--- config.mk ---
export PLATFORM = sky130hd
export DESIGN_NAME = sbus_frame_encoder_flat
export DESIGN_NICKNAME = d
export VERILOG_FILES = /design/src/hw/rtl/sbf_pkg.sv /design/src/hw/rtl/sbf_req_if.sv /design/src/hw/rtl/sbf_rsp_if.sv /design/src/hw/rtl/sbf_csr.sv /design/src/hw/rtl/sbf_scale.sv /design/src/hw/rtl/sbf_pack.sv /design/src/hw/rtl/sbus_frame_encoder.sv /design/src/flat_wrapper.sv
export SDC_FILE = /design/constraint.sdc
export NUM_CORES = 1
export LEC_CHECK = 0
export ABC_CLOCK_PERIOD_IN_PS = 7570
export BUFFER_PORTS_ARGS = -buffer_cell sky130_fd_sc_hd__buf_2
export CAP_MARGIN = 5
export CORE_UTILIZATION = 42
export CTS_BUF_LIST = sky130_fd_sc_hd__clkbuf_4 sky130_fd_sc_hd__clkbuf_8
export DETAILED_ROUTE_END_ITERATION = 6
export PLACE_DENSITY = 0.65
export SLEW_MARGIN = 20
export SYNTH_ARGS = -nofsm -noshare
export SYNTH_HDL_FRONTEND = slang
export SYNTH_SLANG_ARGS = --single-unit
--- constraint.sdc ---
create_clock -name clock -period 7.57 [get_ports clock]
set_clock_uncertainty 0.2 [all_clocks]
set_input_delay 0.757 -clock clock [delete_from_list [all_inputs] [get_ports clock]]
set_output_delay 0.757 -clock clock [all_outputs]
set_load 0.005 [all_outputs]
--- src/hw/rtl/sbf_pkg.sv ---
package sbf_pkg;

   // field widths
   localparam int PULSE_W = 16;
   localparam int VALUE_W = 11;
   localparam int BYTE_W  = 8;
   localparam int CHAN_W  = 4;

   // configuration port
   localparam int ADDR_W  = 4;
   localparam int DATA_W  = 32;

   // pulse window in microseconds
   localparam logic [PULSE_W-1:0] PULSE_LO = 16'd1000;
   localparam logic [PULSE_W-1:0] PULSE_HI = 16'd2000;

   // scaling datapath widths
   localparam int SPAN_W  = 10;                 // clamped pulse minus 1000
   localparam int DIFF_W  = VALUE_W + 1;        // signed out_max - out_min
   localparam int MAG_W   = SPAN_W + VALUE_W;   // |product|, below 2^21
   localparam int QIN_W   = MAG_W - 3;          // product / 8
   localparam int SUM_W   = VALUE_W + 2;        // signed out_min +/- quotient
   localparam logic [SPAN_W-1:0] SPAN_FULL = 10'd1000;

   // divide by 1000 = shift by 3, then multiply by ceil(2^23 / 125)
   localparam int RECIP_W     = 17;
   localparam int RECIP_SHIFT = 23;
   localparam int PROD_W      = QIN_W + RECIP_W;
   localparam logic [RECIP_W-1:0] RECIP_125 = 17'd67109;

   // frame bytes
   localparam logic [BYTE_W-1:0] START_BYTE    = 8'h0F;
   localparam logic [BYTE_W-1:0] END_BYTE      = 8'h00;
   localparam logic [BYTE_W-1:0] FLAG_FAILSAFE = 8'h08;
   localparam logic [BYTE_W-1:0] FLAG_LOST     = 8'h04;
   localparam logic [CHAN_W-1:0] CHAN_FIRST    = 4'd0;
   localparam logic [CHAN_W-1:0] CHAN_LAST     = 4'd15;

   // bit packer
   localparam int PACK_W    = 18;   // residual plus one shifted value
   localparam int RESID_W   = 7;    // bits left over after a byte
   localparam int CNT_W     = 3;
   localparam int TOTAL_W   = 5;
   localparam int GROUP_MAX = 4;    // most bytes one channel can emit
   localparam int LEFT_W    = 3;

   // register reset values
   localparam logic               ENABLE_RST  = 1'b1;
   localparam logic [VALUE_W-1:0] OUT_MIN_RST = 11'd173;
   localparam logic [VALUE_W-1:0] OUT_MAX_RST = 11'd1811;

   typedef enum logic [ADDR_W-3:0] {
      REG_ENABLE  = 2'd0,
      REG_OUT_MIN = 2'd1,
      REG_OUT_MAX = 2'd2
   } csr_idx_type;

   typedef struct packed {
      logic               enable;
      logic [VALUE_W-1:0] out_min;
      logic [VALUE_W-1:0] out_max;
   } cfg_type;

   typedef struct packed {
      logic [VALUE_W-1:0] value;
      logic               failsafe;
      logic               frame_lost;
   } val_beat_type;

endpackage

--- src/hw/rtl/sbf_req_if.sv ---
interface sbf_req_if;
   import sbf_pkg::*;

   logic               valid;
   logic               ready;
   logic [PULSE_W-1:0] channel_pulse;
   logic               failsafe;
   logic               frame_lost;

   modport source (output valid, channel_pulse, failsafe, frame_lost, input ready);
   modport sink   (input valid, channel_pulse, failsafe, frame_lost, output ready);
endinterface

--- src/hw/rtl/sbf_rsp_if.sv ---
interface sbf_rsp_if;
   import sbf_pkg::*;

   logic              valid;
   logic              ready;
   logic [BYTE_W-1:0] frame_byte;
   logic              frame_end;

   modport source (output valid, frame_byte, frame_end, input ready);
   modport sink   (input valid, frame_byte, frame_end, output ready);
endinterface

--- src/hw/rtl/sbf_csr.sv ---
module sbf_csr (
   input  logic                        clock,
   input  logic                        reset,
   input  logic                        psel,
   input  logic                        penable,
   input  logic                        pwrite,
   input  logic [sbf_pkg::ADDR_W-1:0]  paddr,
   input  logic [sbf_pkg::DATA_W-1:0]  pwdata,
   output logic [sbf_pkg::DATA_W-1:0]  prdata,
   output logic                        pready,
   output sbf_pkg::cfg_type            cfg
);
   import sbf_pkg::*;

   logic               enable_ff,  enable_in;
   logic [VALUE_W-1:0] out_min_ff, out_min_in;
   logic [VALUE_W-1:0] out_max_ff, out_max_in;
   logic               wr;
   csr_idx_type        idx;

   assign pready = 1'b1;
   assign wr     = psel && penable && pwrite;
   assign idx    = csr_idx_type'(paddr[ADDR_W-1:2]);

   // register write decode
   always_comb begin
      enable_in  = enable_ff;
      out_min_in = out_min_ff;
      out_max_in = out_max_ff;
      if (wr) begin
         unique case (idx)
            REG_ENABLE:  enable_in  = pwdata[0];
            REG_OUT_MIN: out_min_in = pwdata[VALUE_W-1:0];
            REG_OUT_MAX: out_max_in = pwdata[VALUE_W-1:0];
            default: ;
         endcase
      end
   end

   always_ff @(posedge clock) begin
      if (reset) begin
         enable_ff  <= ENABLE_RST;
         out_min_ff <= OUT_MIN_RST;
         out_max_ff <= OUT_MAX_RST;
      end else begin
         enable_ff  <= enable_in;
         out_min_ff <= out_min_in;
         out_max_ff <= out_max_in;
      end
   end

   // read mux
   always_comb begin
      unique case (idx)
         REG_ENABLE:  prdata = DATA_W'(enable_ff);
         REG_OUT_MIN: prdata = DATA_W'(out_min_ff);
         REG_OUT_MAX: prdata = DATA_W'(out_max_ff);
         default:     prdata = '0;
      endcase
   end

   assign cfg.enable  = enable_ff;
   assign cfg.out_min = out_min_ff;
   assign cfg.out_max = out_max_ff;

endmodule

--- src/hw/rtl/sbf_scale.sv ---
module sbf_scale (
   input  logic                  clock,
   input  logic                  reset,
   input  sbf_pkg::cfg_type      cfg,
   sbf_req_if.sink               req,
   output sbf_pkg::val_beat_type out_beat,
   output logic                  out_valid,
   input  logic                  out_ready
);
   import sbf_pkg::*;

   // stage a: input register
   logic               a_valid_ff, a_valid_in;
   logic [PULSE_W-1:0] a_pulse_ff;
   logic               a_fs_ff, a_fl_ff;
   // stage b: |(p - 1000) * (max - min)|
   logic               b_valid_ff, b_valid_in;
   logic [MAG_W-1:0]   b_mag_ff, b_mag_in;
   logic               b_neg_ff, b_neg_in;
   logic               b_fs_ff, b_fl_ff;
   // stage c: quotient by 1000
   logic               c_valid_ff, c_valid_in;
   logic [VALUE_W-1:0] c_quot_ff, c_quot_in;
   logic               c_neg_ff;
   logic               c_fs_ff, c_fl_ff;
   // stage d: offset and clamp
   logic               d_valid_ff, d_valid_in;
   logic [VALUE_W-1:0] d_value_ff, d_value_in;
   logic               d_fs_ff, d_fl_ff;

   logic               a_ready, b_ready, c_ready, d_ready;
   logic               a_load, b_load, c_load, d_load;
   logic [SPAN_W-1:0]  span;
   logic [DIFF_W-1:0]  diff;
   logic [VALUE_W-1:0] abs_diff;
   logic [PROD_W-1:0]  prod;
   logic signed [SUM_W-1:0] lo_s, hi_s, sum_s;

   // stall chain, a stage moves when the next one is empty or moving
   assign d_ready   = !d_valid_ff || out_ready;
   assign c_ready   = !c_valid_ff || d_ready;
   assign b_ready   = !b_valid_ff || c_ready;
   assign a_ready   = !a_valid_ff || b_ready;
   assign req.ready = a_ready;

   assign a_load = a_ready;
   assign b_load = b_ready;
   assign c_load = c_ready;
   assign d_load = d_ready;

   // disabled beats are taken and dropped
   assign a_valid_in = req.valid && cfg.enable;
   assign b_valid_in = a_valid_ff;
   assign c_valid_in = b_valid_ff;
   assign d_valid_in = c_valid_ff;

   // clamp pulse and multiply by span of the output range
   always_comb begin
      if (a_pulse_ff < PULSE_LO) begin
         span = '0;
      end else if (a_pulse_ff > PULSE_HI) begin
         span = SPAN_FULL;
      end else begin
         span = SPAN_W'(a_pulse_ff - PULSE_LO);
      end
      diff     = {1'b0, cfg.out_max} - {1'b0, cfg.out_min};
      b_neg_in = diff[DIFF_W-1];
      abs_diff = b_neg_in ? VALUE_W'(-diff) : diff[VALUE_W-1:0];
      b_mag_in = MAG_W'(span) * MAG_W'(abs_diff);
   end

   // reciprocal multiply, exact floor over the whole product range
   always_comb begin
      prod      = PROD_W'(b_mag_ff[MAG_W-1:3]) * PROD_W'(RECIP_125);
      c_quot_in = prod[RECIP_SHIFT+VALUE_W-1:RECIP_SHIFT];
   end

   // add to out_min with sign, then constrain to out_min..out_max
   always_comb begin
      lo_s  = $signed({2'b00, cfg.out_min});
      hi_s  = $signed({2'b00, cfg.out_max});
      sum_s = c_neg_ff ? lo_s - $signed({2'b00, c_quot_ff})
                       : lo_s + $signed({2'b00, c_quot_ff});
      priority if (sum_s < lo_s) begin
         d_value_in = cfg.out_min;
      end else if (sum_s > hi_s) begin
         d_value_in = cfg.out_max;
      end else begin
         d_value_in = sum_s[VALUE_W-1:0];
      end
   end

   // valid bits
   always_ff @(posedge clock) begin
      if (reset) begin
         a_valid_ff <= 1'b0;
         b_valid_ff <= 1'b0;
         c_valid_ff <= 1'b0;
         d_valid_ff <= 1'b0;
      end else begin
         if (a_load) a_valid_ff <= a_valid_in;
         if (b_load) b_valid_ff <= b_valid_in;
         if (c_load) c_valid_ff <= c_valid_in;
         if (d_load) d_valid_ff <= d_valid_in;
      end
   end

   // payload
   always_ff @(posedge clock) begin
      if (a_load) begin
         a_pulse_ff <= req.channel_pulse;
         a_fs_ff    <= req.failsafe;
         a_fl_ff    <= req.frame_lost;
      end
      if (b_load) begin
         b_mag_ff <= b_mag_in;
         b_neg_ff <= b_neg_in;
         b_fs_ff  <= a_fs_ff;
         b_fl_ff  <= a_fl_ff;
      end
      if (c_load) begin
         c_quot_ff <= c_quot_in;
         c_neg_ff  <= b_neg_ff;
         c_fs_ff   <= b_fs_ff;
         c_fl_ff   <= b_fl_ff;
      end
      if (d_load) begin
         d_value_ff <= d_value_in;
         d_fs_ff    <= c_fs_ff;
         d_fl_ff    <= c_fl_ff;
      end
   end

   assign out_valid           = d_valid_ff;
   assign out_beat.value      = d_value_ff;
   assign out_beat.failsafe   = d_fs_ff;
   assign out_beat.frame_lost = d_fl_ff;

endmodule

--- src/hw/rtl/sbf_pack.sv ---
module sbf_pack (
   input  logic                  clock,
   input  logic                  reset,
   input  sbf_pkg::val_beat_type in_beat,
   input  logic                  in_valid,
   output logic                  in_ready,
   sbf_rsp_if.source             rsp
);
   import sbf_pkg::*;

   logic [GROUP_MAX-1:0][BYTE_W-1:0] slot_ff, slot_in, grp;
   logic [LEFT_W-1:0]  left_ff, left_in, grp_len;
   logic               end_ff, end_in;
   logic [CHAN_W-1:0]  chan_ff, chan_in;
   logic [RESID_W-1:0] acc_ff, acc_in, base_acc;
   logic [CNT_W-1:0]   cnt_ff, cnt_in, base_cnt;
   logic [PACK_W-1:0]  bits;
   logic [TOTAL_W-1:0] total;
   logic [BYTE_W-1:0]  flags;
   logic               first, last, two, take, fire;

   assign first = (chan_ff == CHAN_FIRST);
   assign last  = (chan_ff == CHAN_LAST);
   assign fire  = rsp.valid && rsp.ready;
   // a new group fits once the last held byte leaves this cycle
   assign in_ready = (left_ff == '0) || ((left_ff == LEFT_W'(1)) && rsp.ready);
   assign take     = in_valid && in_ready;

   // merge the value into the leftover bits, lsb first
   always_comb begin
      base_acc = first ? '0 : acc_ff;
      base_cnt = first ? '0 : cnt_ff;
      bits     = PACK_W'(base_acc) | (PACK_W'(in_beat.value) << base_cnt);
      total    = TOTAL_W'(base_cnt) + TOTAL_W'(VALUE_W);
      two      = total[TOTAL_W-1];
      flags    = (in_beat.failsafe ? FLAG_FAILSAFE : '0)
               | (in_beat.frame_lost ? FLAG_LOST : '0);
   end

   // bytes this channel emits, in frame order
   always_comb begin
      grp = '0;
      priority if (first) begin
         grp[0]  = START_BYTE;
         grp[1]  = bits[7:0];
         grp[2]  = bits[15:8];
         grp_len = two ? LEFT_W'(3) : LEFT_W'(2);
      end else if (last) begin
         grp[0] = bits[7:0];
         if (two) begin
            grp[1]  = bits[15:8];
            grp[2]  = flags;
            grp[3]  = END_BYTE;
            grp_len = LEFT_W'(4);
         end else begin
            grp[1]  = flags;
            grp[2]  = END_BYTE;
            grp_len = LEFT_W'(3);
         end
      end else begin
         grp[0]  = bits[7:0];
         grp[1]  = bits[15:8];
         grp_len = two ? LEFT_W'(2) : LEFT_W'(1);
      end
   end

   // frame position and leftover bits
   always_comb begin
      chan_in = chan_ff;
      acc_in  = acc_ff;
      cnt_in  = cnt_ff;
      if (take) begin
         if (last) begin
            chan_in = CHAN_FIRST;
            acc_in  = '0;
            cnt_in  = '0;
         end else begin
            chan_in = chan_ff + CHAN_W'(1);
            acc_in  = two ? RESID_W'(bits[PACK_W-1:16]) : bits[RESID_W+7:8];
            cnt_in  = total[CNT_W-1:0];
         end
      end
   end

   // byte queue, head drives the result beat
   always_comb begin
      slot_in = slot_ff;
      left_in = left_ff;
      end_in  = end_ff;
      if (take) begin
         slot_in = grp;
         left_in = grp_len;
         end_in  = last;
      end else if (fire) begin
         slot_in = {BYTE_W'(0), slot_ff[GROUP_MAX-1:1]};
         left_in = left_ff - LEFT_W'(1);
      end
   end

   always_ff @(posedge clock) begin
      if (reset) begin
         left_ff <= '0;
         end_ff  <= 1'b0;
         chan_ff <= CHAN_FIRST;
         acc_ff  <= '0;
         cnt_ff  <= '0;
      end else begin
         left_ff <= left_in;
         end_ff  <= end_in;
         chan_ff <= chan_in;
         acc_ff  <= acc_in;
         cnt_ff  <= cnt_in;
      end
   end

   always_ff @(posedge clock) begin
      slot_ff <= slot_in;
   end

   assign rsp.valid      = (left_ff != '0);
   assign rsp.frame_byte = slot_ff[0];
   assign rsp.frame_end  = end_ff && (left_ff == LEFT_W'(1));

endmodule

--- src/hw/rtl/sbus_frame_encoder.sv ---
// channel | dir | handshake      | payload
// req     | in  | valid / ready  | channel_pulse[15:0], failsafe, frame_lost
// rsp     | out | valid / ready  | frame_byte[7:0], frame_end
// csr     | in  | apb psel/pen   | enable @0x0, out_min @0x4, out_max @0x8
//
// a channel beat spends four register stages in the scaler (input, multiply,
// reciprocal multiply, offset and clamp), then its bytes leave one per cycle while
// rsp is ready. one to four bytes per channel, so a frame of 16 channels is 25 bytes
// on rsp; the single-byte result port sets the sustained rate.
// reset (synchronous) empties the pipeline and restarts the frame at channel 0.
// req is taken every cycle while the scaler has room; rsp stalls back up into req.
module sbus_frame_encoder (
   input  logic                        clock,
   input  logic                        reset,
   sbf_req_if.sink                     req,
   sbf_rsp_if.source                   rsp,
   input  logic                        psel,
   input  logic                        penable,
   input  logic                        pwrite,
   input  logic [sbf_pkg::ADDR_W-1:0]  paddr,
   input  logic [sbf_pkg::DATA_W-1:0]  pwdata,
   output logic [sbf_pkg::DATA_W-1:0]  prdata,
   output logic                        pready
);
   import sbf_pkg::*;

   cfg_type      cfg;
   val_beat_type val_beat;
   logic         val_valid;
   logic         val_ready;

   sbf_csr u_csr (
      .clock   (clock),
      .reset   (reset),
      .psel    (psel),
      .penable (penable),
      .pwrite  (pwrite),
      .paddr   (paddr),
      .pwdata  (pwdata),
      .prdata  (prdata),
      .pready  (pready),
      .cfg     (cfg)
   );

   sbf_scale u_scale (
      .clock     (clock),
      .reset     (reset),
      .cfg       (cfg),
      .req       (req),
      .out_beat  (val_beat),
      .out_valid (val_valid),
      .out_ready (val_ready)
   );

   sbf_pack u_pack (
      .clock    (clock),
      .reset    (reset),
      .in_beat  (val_beat),
      .in_valid (val_valid),
      .in_ready (val_ready),
      .rsp      (rsp)
   );

endmodule

--- src/flat_wrapper.sv ---
// flat-port wrapper written by rule: the top's interface ports become plain ports
module sbus_frame_encoder_flat import sbf_pkg::*;
  (clock, reset, psel, penable, pwrite, paddr, pwdata, prdata, pready, req_valid, req_channel_pulse, req_failsafe, req_frame_lost, req_ready, rsp_valid, rsp_frame_byte, rsp_frame_end, rsp_ready);
  sbf_req_if req_i ();
  sbf_rsp_if rsp_i ();
  input  logic clock;
  input  logic reset;
  input  logic psel;
  input  logic penable;
  input  logic pwrite;
  input  logic [sbf_pkg::ADDR_W-1:0] paddr;
  input  logic [sbf_pkg::DATA_W-1:0] pwdata;
  output logic [sbf_pkg::DATA_W-1:0] prdata;
  output logic pready;
  input wire logic [$bits(req_i.valid)-1:0] req_valid;
  input wire logic [$bits(req_i.channel_pulse)-1:0] req_channel_pulse;
  input wire logic [$bits(req_i.failsafe)-1:0] req_failsafe;
  input wire logic [$bits(req_i.frame_lost)-1:0] req_frame_lost;
  output wire logic [$bits(req_i.ready)-1:0] req_ready;
  output wire logic [$bits(rsp_i.valid)-1:0] rsp_valid;
  output wire logic [$bits(rsp_i.frame_byte)-1:0] rsp_frame_byte;
  output wire logic [$bits(rsp_i.frame_end)-1:0] rsp_frame_end;
  input wire logic [$bits(rsp_i.ready)-1:0] rsp_ready;
  assign req_i.valid = req_valid;
  assign req_i.channel_pulse = req_channel_pulse;
  assign req_i.failsafe = req_failsafe;
  assign req_i.frame_lost = req_frame_lost;
  assign req_ready = req_i.ready;
  assign rsp_valid = rsp_i.valid;
  assign rsp_frame_byte = rsp_i.frame_byte;
  assign rsp_frame_end = rsp_i.frame_end;
  assign rsp_i.ready = rsp_ready;
  sbus_frame_encoder u_core (.clock(clock), .reset(reset), .req(req_i), .rsp(rsp_i), .psel(psel), .penable(penable), .pwrite(pwrite), .paddr(paddr), .pwdata(pwdata), .prdata(prdata), .pready(pready));
endmodule
==> out/qor.yml <==
outcome:
  status: "finished clean"
timing:
  hold_violations: 0
  slew_headroom_pct: 38.1
  finalSetupTns_ps: 0
  min_period_ps: 7240
  max_freq_mhz: 138
  fin_crit_sh_pct: 95.6
  finalMaxSlewViolations: 0
  fin_hold_ws_ps: 214
  tightest_slew_ps: 929
  finalSetupViolCount: 0
final_layout:
  fin_area_mm2: 0.0170
  finalNonFillerCells: 2195
  n_antenna_cell: 0
  multiInputGateArea_mm2: 0.0108
  drive_gt1_share_pct: 11.8
  fill_cells: 3403
  regArea_mm2: 0.00361
  nNetsFinal: 2164
  syn2layout_area_growth_pct: 9.60
yosys:
  ys_ff_latch: 135
  async_flop_share_pct: 0
  ys_seq_area_share_pct: 23.3
  synthCells: 1638
  synth-edff-count: 90
  netlist_top_cells_area: "ha_1 21%, edfxtp_1 17%, fa_1 15%"
  synthFlopType: "edfxtp_1"
  synth_top_area_share_pct: 21.3
  synth_cell_type_count: 87
  synth_top_area_cell: "ha_1"
  yosysWarningCount: 0
  synth_area_mm2: 0.0155
  syn_avg_cell_area_um2: 9.45
critical_path:
  timing_worst_setup_path_type: "register to register"
  critPathArrivalTime_ps: 7280
  r2r-start: "u_core.u_csr.out_min_ff[0]$_SDFFE_PP1P_"
  r2r_slack_ps: 330
  worstPathRequired_ps: 7610
  rr_endpoint: "u_core.u_scale.b_mag_ff[16]$_DFFE_PP_"
  max_stage_delay_ps: 540
  crit_path_top_delay_cell: "fa_1"
  end_kind: "register"
  worst_setup_path_start_kind: "register"
  path_max_fanout: 3
  reg2reg_depth: 30
routing:
  ant_nets: 0
  vias: 11700
  drc: 0
  via_per_inst: 5.33
  avgRoutedWirePerCell_um: 16.0
  firstDrtPassIters: 5
  drt_iter0_drc: 805
  wirelength_mm: 35.2
global_routing:
  grt_pass1_vias: 11600
  use_met2_pct: 32.7
  grt_max_degree: 53
  gr-usage-met3_pct: 2.47
  grt_busiest_layer: "met2"
  overflow: 0
  grt_use_total_pct: 19.1
  grt_use_met1_pct: 25.6
  grt_pass1_wl_mm: 57.9
  antenna_found_initial: 0
cts:
  cts_root_buf: "clkbuf_8"
  cts-hold-fix-buffers: 0
  insertion_delay_ps: 480
  cts_inserted_buffers: 17
  clock_path_buffers: 2
  cts_tree: "done"
  path_clk_slew_ps: 100
  h-tree-depth: 4
  clock_sinks: 135
floorplan:
  dieWidth_um: 194
  start_util_pct: 43.1
  fp-row-count: 69
  ios: 105
  core_area_mm2: 0.0359
  dieArea_mm2: 0.0376
  fp.dieH_um: 194
hold_path:
  hold_start: "u_core.u_scale.b_neg_ff$_DFFE_PP_"
  hold_class: "register to register"
  min_to: "u_core.u_scale.c_neg_ff$_DFFE_PP_"
  hold-path-cell-count: 0
placed_design:
  place_hpwl_mm: 28.3
  gp_congestion: 0.919
  placed_cell_area_mm2: 0.0164
  port_buffers: 59
  placed_cells: 2161
flow_run:
  drv_cap: 0
-- synthesized netlist by cell type (33+ instances only) --
cell and number:
inv_1 234, nor3_1 37, nor2_1 160, dfxtp_1 45, edfxtp_1 90, nand2_1 90
ha_1 263, xnor2_1 34, mux2i_1 33, a21oi_1 89, fa_1 119, o21ai_0 57
-- critical path: cells and delay by family, from the launching register on --
kind                       cells  cell delay (ps)
AOI/OAI and AO/OA              8             1370
xor gates and xnor gates       2              310
adders and majority gates      8             3210
buffers and inverters          5              260
DFF                            1              400
and+or+nand+nor                7             1230
-- final cells by class --
class                           count  share of cell area [%]
Clock buffer                       17                    1.38
Inverter                          236                    5.22
Timing Repair Buffer              110                    4.07
Sequential cell                   135                    21.3
Clock inverter                     15                   0.812
Multi-Input combinational cell   1221                    63.8
Tap cell                          461                    3.40
-- state kept, by name, indices dropped and copies added, names as in the netlist, 3 cells and up --
| register | cells |
|---|---|
| u_core.u_csr.out_max_ff | 11 |
| u_core.u_csr.out_min_ff | 11 |
| u_core.u_pack.acc_ff | 7 |
| u_core.u_pack.chan_ff | 4 |
| u_core.u_pack.cnt_ff | 3 |
| u_core.u_pack.left_ff | 3 |
| u_core.u_pack.rsp.frame_byte | 8 |
| u_core.u_pack.slot_ff | 16 |
| u_core.u_scale.a_pulse_ff | 16 |
| u_core.u_scale.b_mag_ff | 18 |
| u_core.u_scale.c_quot_ff | 11 |
| u_core.u_scale.d_value_ff | 11 |
-- cells by family after synthesis --
logic type      share of synthesized area (%)
buf+inv                                  8.20
xor+xnor                                 3.20
flops                                    23.3
fa+ha+maj                                36.7
other cells                            0.0485
simple gates                             13.3
mux                                      2.28
compound gates                           13.0
-- timing repair --
action	in CTS	in global routing
endpoints found under the hold margin	0	0
buffers inserted	0	2
setup endpoints to repair	0	8
gates resized for setup	0	29
-- per-layer routing --
| metal | share of wire [%] | up-vias |
|---|---|---|
| met2 | 48 | 247 |
| li1 | - | 5719 |
| met5 | 0 | - |
| met4 | 1.5 | 0 |
| met1 | 46 | 5695 |
| met3 | 4.2 | 31 |
-- worst max path at each step --
stage,cells after the start,slack [ps],end,from
floorplan,30,300,u_core.u_scale.b_mag_ff[20]$_DFFE_PP_,u_core.u_csr.out_min_ff[1]$_SDFFE_PP0P_
CTS,31,50,u_core.u_scale.b_mag_ff[16]$_DFFE_PP_,u_core.u_csr.out_max_ff[0]$_SDFFE_PP1P_
detailed placement,31,80,u_core.u_scale.b_mag_ff[20]$_DFFE_PP_,u_core.u_csr.out_max_ff[0]$_SDFFE_PP1P_
global route,31,-50,u_core.u_scale.b_mag_ff[16]$_DFFE_PP_,u_core.u_csr.out_max_ff[0]$_SDFFE_PP1P_
global placement,30,140,u_core.u_scale.b_mag_ff[20]$_DFFE_PP_,u_core.u_csr.out_min_ff[2]$_SDFFE_PP1P_
finish,30,330,u_core.u_scale.b_mag_ff[16]$_DFFE_PP_,u_core.u_csr.out_min_ff[0]$_SDFFE_PP1P_
-- metrics by stage --
step / utilization (%) / setup slack [ps]
floorplan: - / 301
global placement: 45.8 / 138
finish: 47.2 / 330
detailed placement: 45.8 / 84.8
global route: 47.2 / -48.4
CTS: 46.8 / 50.9
-- cells in the final DEF (no fill, tap or decap), drive strengths merged, types with 12 or more instances in the layout --
master  Yosys  routed
a21o       18      18
a21oi      93      93
nor3       38      38
fa        119     119
o21ai      59      59
clkbuf     31      17
ha        263     263
mux2i      33      33
conb        2      26
a211oi     12      12
nor2b      22      22
inv       234     242
nor2      160     160
nand2b     32      32
o21a       14      14
xnor2      37      37
nand2      90      90
buf        39     110
a211o      14      14
edfxtp     90      90
nand3      20      20
dfxtp      45      45
xor2       17      17
Power is not shown: default switching activity piles up to over one toggle a cycle in this logic, so the estimate is an artifact.
